--- src/hw/rtl/smpq_pkg.sv ---
// Shared types and constants for the sorted minimum priority queue.
`timescale 1ns / 1ps

package smpq_pkg;

    localparam int unsigned DEPTH_DEF   = 16;
    localparam int unsigned VALUE_W     = 32;
    localparam int unsigned COUNT_OUT_W = 5;

    typedef enum logic [0:0] {
        OP_INSERT = 1'b0,
        OP_REMOVE = 1'b1
    } t_op;

    typedef enum logic [1:0] {
        ST_OK    = 2'd0,
        ST_FULL  = 2'd1,
        ST_EMPTY = 2'd2
    } t_status;

    // Per-cycle command broadcast to every cell of the chain
    typedef struct packed {
        logic ins;
        logic rm;
    } t_cell_ctl;

endpackage

--- src/hw/rtl/smpq_cell.sv ---
// One storage cell of the sorted chain: holds one entry and trades with its neighbors.
`timescale 1ns / 1ps

module smpq_cell (
    input  logic                                i_clk,
    input  smpq_pkg::t_cell_ctl                 i_ctl,
    input  logic                                i_live,
    input  logic signed [smpq_pkg::VALUE_W-1:0] i_value,
    input  logic                                i_left_gt,
    input  logic signed [smpq_pkg::VALUE_W-1:0] i_left_value,
    input  logic signed [smpq_pkg::VALUE_W-1:0] i_right_value,
    output logic                                o_gt,
    output logic signed [smpq_pkg::VALUE_W-1:0] o_value
);

    logic signed [smpq_pkg::VALUE_W-1:0] r_value;
    logic signed [smpq_pkg::VALUE_W-1:0] n_value;

    // A live entry strictly greater than the new value moves one place right
    assign o_gt    = i_live && (r_value > i_value);
    assign o_value = r_value;

    always_comb begin
        n_value = r_value;
        priority if (i_ctl.ins) begin
            priority if (i_left_gt) begin
                n_value = i_left_value;
            end else if (i_live && !o_gt) begin
                n_value = r_value;
            end else begin
                n_value = i_value;
            end
        end else if (i_ctl.rm) begin
            n_value = i_right_value;
        end
    end

    always_ff @(posedge i_clk) begin
        r_value <= n_value;
    end

endmodule

--- src/hw/rtl/sorted_min_priority_queue.sv ---
// Top level of the sorted minimum priority queue built as a chain of cells.
`timescale 1ns / 1ps

// Usage:
//   Drive i_op and i_value and raise start; the transaction is taken at a
//   rising edge where start is high and busy is low. busy stays low, so a
//   new transaction may be taken in every cycle.
//   Insert (OP_INSERT) places i_value after all stored entries less than or
//   equal to it; remove (OP_REMOVE) takes out the smallest entry.
//   Every transaction gives one result in the cycle after it is taken: o_valid
//   is high for exactly that cycle with o_status, o_removed_value,
//   o_head_value and o_entry_count. The receiver cannot stall the result.
//   Throughput is one transaction per cycle: every cell compares its entry
//   with the new value and shifts left or right in the same cycle, so the
//   work is one compare per cell plus the count update.
//   An insert into a full queue reports full and leaves the queue as it
//   was; a remove from an empty queue reports empty with zero fields.
//   Reset (synchronous, active low) empties the queue and drops any pending
//   result; stored entries keep stale data that is never read.
module sorted_min_priority_queue #(
    parameter int unsigned QUEUE_DEPTH = smpq_pkg::DEPTH_DEF
) (
    input  logic                                    i_clk,
    input  logic                                    i_rst_n,
    input  logic                                    start,
    output logic                                    busy,
    input  logic [0:0]                              i_op,
    input  logic signed [smpq_pkg::VALUE_W-1:0]     i_value,
    output logic                                    o_valid,
    output logic [1:0]                              o_status,
    output logic signed [smpq_pkg::VALUE_W-1:0]     o_removed_value,
    output logic signed [smpq_pkg::VALUE_W-1:0]     o_head_value,
    output logic [smpq_pkg::COUNT_OUT_W-1:0]        o_entry_count
);

    localparam int unsigned CNT_W = $clog2(QUEUE_DEPTH + 1);
    localparam int unsigned EXT_W = (CNT_W > smpq_pkg::COUNT_OUT_W) ?
                                    CNT_W : smpq_pkg::COUNT_OUT_W;

    logic                                   acc;
    logic                                   is_full;
    logic                                   is_empty;
    smpq_pkg::t_op                          op;
    smpq_pkg::t_cell_ctl                    ctl;
    smpq_pkg::t_status                      n_status;
    logic signed [smpq_pkg::VALUE_W-1:0]    n_removed;
    logic signed [smpq_pkg::VALUE_W-1:0]    n_head;
    logic [CNT_W-1:0]                       r_count;
    logic [CNT_W-1:0]                       n_count;
    logic [EXT_W-1:0]                       count_ext;

    logic                                   r_valid;
    smpq_pkg::t_status                      r_status;
    logic signed [smpq_pkg::VALUE_W-1:0]    r_removed;
    logic signed [smpq_pkg::VALUE_W-1:0]    r_head;
    logic [smpq_pkg::COUNT_OUT_W-1:0]       r_entry_count;

    logic [QUEUE_DEPTH-1:0]                 cell_gt;
    logic signed [smpq_pkg::VALUE_W-1:0]    cell_value [QUEUE_DEPTH];

    assign busy     = 1'b0;
    assign acc      = start && !busy;
    assign op       = smpq_pkg::t_op'(i_op);
    assign is_full  = (r_count == CNT_W'(QUEUE_DEPTH));
    assign is_empty = (r_count == '0);

    always_comb begin
        ctl.ins   = 1'b0;
        ctl.rm    = 1'b0;
        n_status  = smpq_pkg::ST_OK;
        n_removed = '0;
        n_count   = r_count;
        n_head    = is_empty ? '0 : cell_value[0];
        unique case (op)
            smpq_pkg::OP_INSERT: begin
                if (is_full) begin
                    n_status = smpq_pkg::ST_FULL;
                end else begin
                    ctl.ins = acc;
                    n_count = r_count + CNT_W'(1);
                    n_head  = (is_empty || cell_gt[0]) ? i_value : cell_value[0];
                end
            end
            smpq_pkg::OP_REMOVE: begin
                if (is_empty) begin
                    n_status = smpq_pkg::ST_EMPTY;
                end else begin
                    ctl.rm    = acc;
                    n_removed = cell_value[0];
                    n_count   = r_count - CNT_W'(1);
                    n_head    = (r_count > CNT_W'(1)) ? cell_value[1] : '0;
                end
            end
            default: begin
                n_status = smpq_pkg::ST_OK;
            end
        endcase
    end

    assign count_ext = EXT_W'(n_count);

    genvar g;
    generate
        for (g = 0; g < QUEUE_DEPTH; g++) begin : g_cell
            logic                                left_gt;
            logic signed [smpq_pkg::VALUE_W-1:0] left_value;
            logic signed [smpq_pkg::VALUE_W-1:0] right_value;

            if (g == 0) begin : g_first
                assign left_gt    = 1'b0;
                assign left_value = i_value;
            end else begin : g_inner
                assign left_gt    = cell_gt[g-1];
                assign left_value = cell_value[g-1];
            end

            // The last cell holds its own data on remove; it drops out of the live range
            if (g == QUEUE_DEPTH - 1) begin : g_last
                assign right_value = cell_value[g];
            end else begin : g_body
                assign right_value = cell_value[g+1];
            end

            smpq_cell u_cell (
                .i_clk         (i_clk),
                .i_ctl         (ctl),
                .i_live        (CNT_W'(g) < r_count),
                .i_value       (i_value),
                .i_left_gt     (left_gt),
                .i_left_value  (left_value),
                .i_right_value (right_value),
                .o_gt          (cell_gt[g]),
                .o_value       (cell_value[g])
            );
        end
    endgenerate

    always_ff @(posedge i_clk) begin
        if (!i_rst_n) begin
            r_count <= '0;
            r_valid <= 1'b0;
        end else begin
            r_valid <= acc;
            if (acc) begin
                r_count <= n_count;
            end
        end
    end

    // Result payload: captured with each transaction, no reset needed
    always_ff @(posedge i_clk) begin
        if (acc) begin
            r_status      <= n_status;
            r_removed     <= n_removed;
            r_head        <= n_head;
            r_entry_count <= count_ext[smpq_pkg::COUNT_OUT_W-1:0];
        end
    end

    assign o_valid         = r_valid;
    assign o_status        = r_status;
    assign o_removed_value = r_removed;
    assign o_head_value    = r_head;
    assign o_entry_count   = r_entry_count;

    a_result_follows: assert property (@(posedge i_clk) disable iff (!i_rst_n)
        acc |=> o_valid)
        else $error("result strobe missing after accepted transaction");

    a_no_spurious: assert property (@(posedge i_clk) disable iff (!i_rst_n)
        !acc |=> !o_valid)
        else $error("result strobe without a transaction");

    a_count_bound: assert property (@(posedge i_clk) disable iff (!i_rst_n)
        r_count <= CNT_W'(QUEUE_DEPTH))
        else $error("entry count beyond capacity");

    a_insert_count: assert property (@(posedge i_clk) disable iff (!i_rst_n)
        (acc && op == smpq_pkg::OP_INSERT && !is_full) |=>
            (r_count == $past(r_count) + CNT_W'(1)))
        else $error("insert did not add one entry");

    a_empty_status: assert property (@(posedge i_clk) disable iff (!i_rst_n)
        (o_valid && o_status == smpq_pkg::ST_EMPTY) |->
            (o_removed_value == '0 && o_head_value == '0 && r_count == '0))
        else $error("empty remove reported stale data");

endmodule
--- config.mk ---
export PLATFORM = sky130hd
export DESIGN_NAME = sorted_min_priority_queue
export DESIGN_NICKNAME = d
export VERILOG_FILES = /design/src/hw/rtl/smpq_pkg.sv /design/src/hw/rtl/smpq_cell.sv /design/src/hw/rtl/sorted_min_priority_queue.sv
export SDC_FILE = /design/constraint.sdc
export NUM_CORES = 2
export LEC_CHECK = 0
export ABC_AREA = 1
export BUFFER_PORTS_ARGS = -buffer_cell sky130_fd_sc_hd__buf_4
export CAP_MARGIN = 20
export CORE_MARGIN = 1
export CORE_UTILIZATION = 65
export DETAILED_ROUTE_END_ITERATION = 6
export GPL_ROUTABILITY_DRIVEN = 0
export MAX_ROUTING_LAYER = met4
export PLACE_DENSITY = 0.82
export SETUP_SLACK_MARGIN = 0.5
export SLEW_MARGIN = 0
export SYNTH_ARGS = -nofsm -noshare
export SYNTH_HDL_FRONTEND = slang
export SYNTH_SLANG_ARGS = --single-unit
--- constraint.sdc ---
create_clock -name i_clk -period 7.2 [get_ports i_clk]
set_clock_uncertainty 0.15 [all_clocks]
set_input_delay 1.08 -clock i_clk [delete_from_list [all_inputs] [get_ports i_clk]]
set_output_delay 1.08 -clock i_clk [all_outputs]
set_load 0.02 [all_outputs]
==> results.sh <==
export IMPL_first_pass_iters=7
export IMPL_placementRows=95
export IMPL_drive_above_1_share_pct=7.36
export IMPL_power_static_leakage_nw=23.0
export IMPL_cts_tree="done"
export IMPL_muxShareOfSynthArea_pct=0
export IMPL_run_status="finished, violations left"
export IMPL_groute_layer_met1_usage_pct=55.7
export IMPL_commonest_non_fill_non_tap_cell_in_the_layout="sky130_fd_sc_hd__nand2_1"
export IMPL_total_cts_buffers=69
export IMPL_detail_route_vias_per_cell=6.64
export IMPL_clock_fmax_ghz=0.202
export IMPL_timing_final_hold_violations=0
export IMPL_placeableCoreArea_um2=67400
export IMPL_estimated_wirelength_of_the_detail_placed_design_mm=108
export IMPL_cts_root_buffer="sky130_fd_sc_hd__clkbuf_16"
export IMPL_timing_setup_tns_ps=0
export IMPL_most_used_cells_in_the_layout_excluding_fill_and_tap_cells="sky130_fd_sc_hd__nand2_1, sky130_fd_sc_hd__nand3_1, sky130_fd_sc_hd__edfxtp_1"
export IMPL_synth_cell_type_count=51
export IMPL_die_outline_height_um=264
export IMPL_grt_setup_unrepaired="no"
export IMPL_antenna_found_initial=2
export IMPL_synth_cells=5604
export IMPL_synth_simple_gate_area_share_pct=31.7
export IMPL_critical_path_arrival_ps=5060
export IMPL_critical_path_max_fanout=32
export IMPL_register_area_share_after_synthesis_pct=39.7
export IMPL_p_comb_share_pct=27.7
export IMPL_netlist_area_um2=44500
export IMPL_first_global_vias=40300
export IMPL_grt_use_met3_pct=10.2
export IMPL_worstPathRequired_ps=7300
export IMPL_layout_cells_non_filler=6528
export IMPL_timing_final_setup_violations=0
export IMPL_max_cap_violations=0
export IMPL_postSynthNetCount=6155
export IMPL_timing_worst_setup_path_type="in2reg"
export IMPL_worstMarginPinSlew_ps=1230
export IMPL_failing_checks="DRC"
export IMPL_share_of_total_power_consumed_by_net_switching_pct=35.9
export IMPL_global_route_peak_usage_layer="met2"
export IMPL_dpl_cell_count=6397
export IMPL_vdd_ir_drop_max_v=0.000197
export IMPL_power_sequential_fraction_pct=41.2
export IMPL_cts_path_max_buffers=3
export IMPL_grt_ovfl_total=0
export IMPL_holdCritPathClass="reg2reg"
export IMPL_portBuffers=107
export IMPL_clkSinkCount=589
export IMPL_worst_setup_path_start_kind="input pin"
export IMPL_total_wirelength_of_the_detailed_routed_design_mm=154
export IMPL_final_nets=6150
export IMPL_synth_edf_count=583
export IMPL_antenna_violating_nets_post_route=0
export IMPL_synth_xor_xnor_area_share_pct=0.0591
export IMPL_io_pins=109
export IMPL_avg_cell_area_syn_um2=7.93
export IMPL_async_flop_share_pct=0
export IMPL_cts_hold_repair_buffers=0
export IMPL_drc=1
export IMPL_cts_setup_buffers=0
export IMPL_synth_compound_area_share_pct=6.41
export IMPL_worst_slew_margin_rel_pct=18.1
export IMPL_dr_total_vias=43300
export IMPL_filler_cell_count=5152
export IMPL_fp_dieW_um=264
export IMPL_floorplan_die_area_um2=69400
export IMPL_initialDrtViolationCount=6877
export IMPL_start_util_pct=66.0
export IMPL_layout_worst_path_cycle_share_pct=68.9
export IMPL_dominantRegCellSynth="sky130_fd_sc_hd__edfxtp_1"
export IMPL_fin_total_pwr_mw=11.2
export IMPL_finalCoreUtilization_pct=71.7
export IMPL_routed_wire_length_per_instance_um=23.6
export IMPL_power_per_cell_area_nw_per_um2=231
export IMPL_htree_levels=3
export IMPL_number_of_pins_exceeding_their_max_slew_limit_in_the_final_report=0
export IMPL_track_usage_pct=44.7
export IMPL_wire_length_of_the_first_global_routing_pass_mm=232
export IMPL_synth_yosys_warnings=0
export IMPL_ctsResizeCount=0
export IMPL_cp_end_kind="flip-flop"
export IMPL_power_switching_mw=4.01
export IMPL_grt_use_met2_pct=65.4
export IMPL_worst_setup_hold_path_clk_slew_ps=60
export IMPL_post_route_min_period_ps=4960
export IMPL_ys_seq_elements=589
export IMPL_clkLatencyLatePin_ps=650
export IMPL_grt_start_max_net_pins=238
export IMPL_area_growth_pct=8.68
export IMPL_internal_power_mw=7.15
export IMPL_yosys_area_share_adder_pct=14.5
export IMPL_clock_power_share_pct=31.1
export IMPL_combinational_family_with_the_most_area_after_synthesis="simple AND/OR/NAND/NOR gates"
kinds of logic (layout without fill, tap and decap cells):
family          count (synthesis)  count (layout)
compound gates                535             535
xor+xnor                        3               3
buf+inv                       830             878
flops                         589             589
other cells                     1               4
simple gates                 3131            3131
fa+ha+maj                     515             515
through the flow:
stage / instance area, um2 / setup WS, ps / hold WS (ps)
finish: 48300 / 2240 / 421
global route: 48300 / 2080 / 441
CTS: 48200 / 2160 / 415
detailed placement: 46100 / 1520 / 394
global placement: 46100 / 1640 / 383
floorplan: 44500 / 1560 / 370
state kept, by name, indices dropped and copies added (netlist names):
signal,count
o_status,2
r_count,5
o_removed_value,32
o_valid,1
o_head_value,32
o_entry_count,5
g_cell.u_cell.o_value,512
area by class of cell:
type	count	area, um2	area share [%]
well taps	873	1090	2.26
diodes	3	7.51	0.0155
inverters	507	1910	3.95
clock inverters	36	283	0.585
multi-input cells	4185	23600	48.7
clock buffers	88	1840	3.81
flip-flops and latches	589	17600	36.5
repair buffers	247	2000	4.14
power by group through the flow:
stage | combinational (mW) | sequential (mW) | clock, mW
2_1_floorplan | 2.05 | 4.55 | 0
3_3_place_gp | 2.84 | 4.65 | 0
3_5_place_dp | 2.95 | 4.65 | 0
4_1_cts | 2.97 | 4.58 | 3.44
5_1_grt | 3.38 | 4.61 | 3.58
6_report | 3.09 | 4.60 | 3.47
worst max-delay path, cell delays in order:
cell	delay, ps
sky130_fd_sc_hd__buf_4	120
sky130_fd_sc_hd__inv_1	880
sky130_fd_sc_hd__buf_4	310
sky130_fd_sc_hd__ha_1	270
sky130_fd_sc_hd__nand2_1	80
sky130_fd_sc_hd__inv_1	30
sky130_fd_sc_hd__o21ai_1	110
sky130_fd_sc_hd__nand2_1	70
sky130_fd_sc_hd__nand2_1	60
sky130_fd_sc_hd__o211ai_1	70
sky130_fd_sc_hd__a21oi_1	160
sky130_fd_sc_hd__a21oi_1	100
sky130_fd_sc_hd__nor2_2	620
sky130_fd_sc_hd__nor3_1	170
sky130_fd_sc_hd__a21oi_4	890
metal layers:
metal	routed length [um]	vias up
li1	-	19300
met1	53700	19800
met2	67000	3398
met3	21400	789
met4	11700	0
met5	0	-
path summary, 6_finish.rpt:
kind	from	cells past startpoint	slack (ps)	to
setup / recovery	i_value[25]	15	2240	g_cell[9].u_cell.o_value[28]$_DFFE_PP_
setup reg to reg	r_count[0]$_SDFFE_PN0P_	13	2560	g_cell[9].u_cell.o_value[0]$_DFFE_PP_
hold reg to reg	g_cell[8].u_cell.o_value[0]$_DFFE_PP_	2	420	g_cell[7].u_cell.o_value[0]$_DFFE_PP_
hold / removal	g_cell[8].u_cell.o_value[0]$_DFFE_PP_	2	420	g_cell[7].u_cell.o_value[0]$_DFFE_PP_
synthesized netlist by cell type, types with 8 or more instances:
cell / number / area [um2]
sky130_fd_sc_hd__buf_2: 121 / 606
sky130_fd_sc_hd__nand3b_1: 100 / 751
sky130_fd_sc_hd__nor4_2: 9 / 113
sky130_fd_sc_hd__nor3_1: 17 / 85.1
sky130_fd_sc_hd__inv_1: 498 / 1870
sky130_fd_sc_hd__clkbuf_1: 153 / 574
sky130_fd_sc_hd__o21ai_0: 143 / 716
sky130_fd_sc_hd__o211ai_1: 11 / 82.6
sky130_fd_sc_hd__nand2_1: 1837 / 6900
sky130_fd_sc_hd__nand3_1: 602 / 3010
sky130_fd_sc_hd__nand4_1: 352 / 2200
sky130_fd_sc_hd__o21ai_1: 35 / 175
sky130_fd_sc_hd__ha_1: 515 / 6440
sky130_fd_sc_hd__buf_1: 23 / 86.3
sky130_fd_sc_hd__o21a_1: 22 / 165
sky130_fd_sc_hd__nor2_1: 171 / 642
sky130_fd_sc_hd__a31oi_1: 8 / 50.1
sky130_fd_sc_hd__a21oi_1: 292 / 1460
sky130_fd_sc_hd__buf_4: 16 / 120
sky130_fd_sc_hd__nand3_2: 8 / 80.1
sky130_fd_sc_hd__edfxtp_1: 583 / 17500
Power figures use the tool's default switching activity.
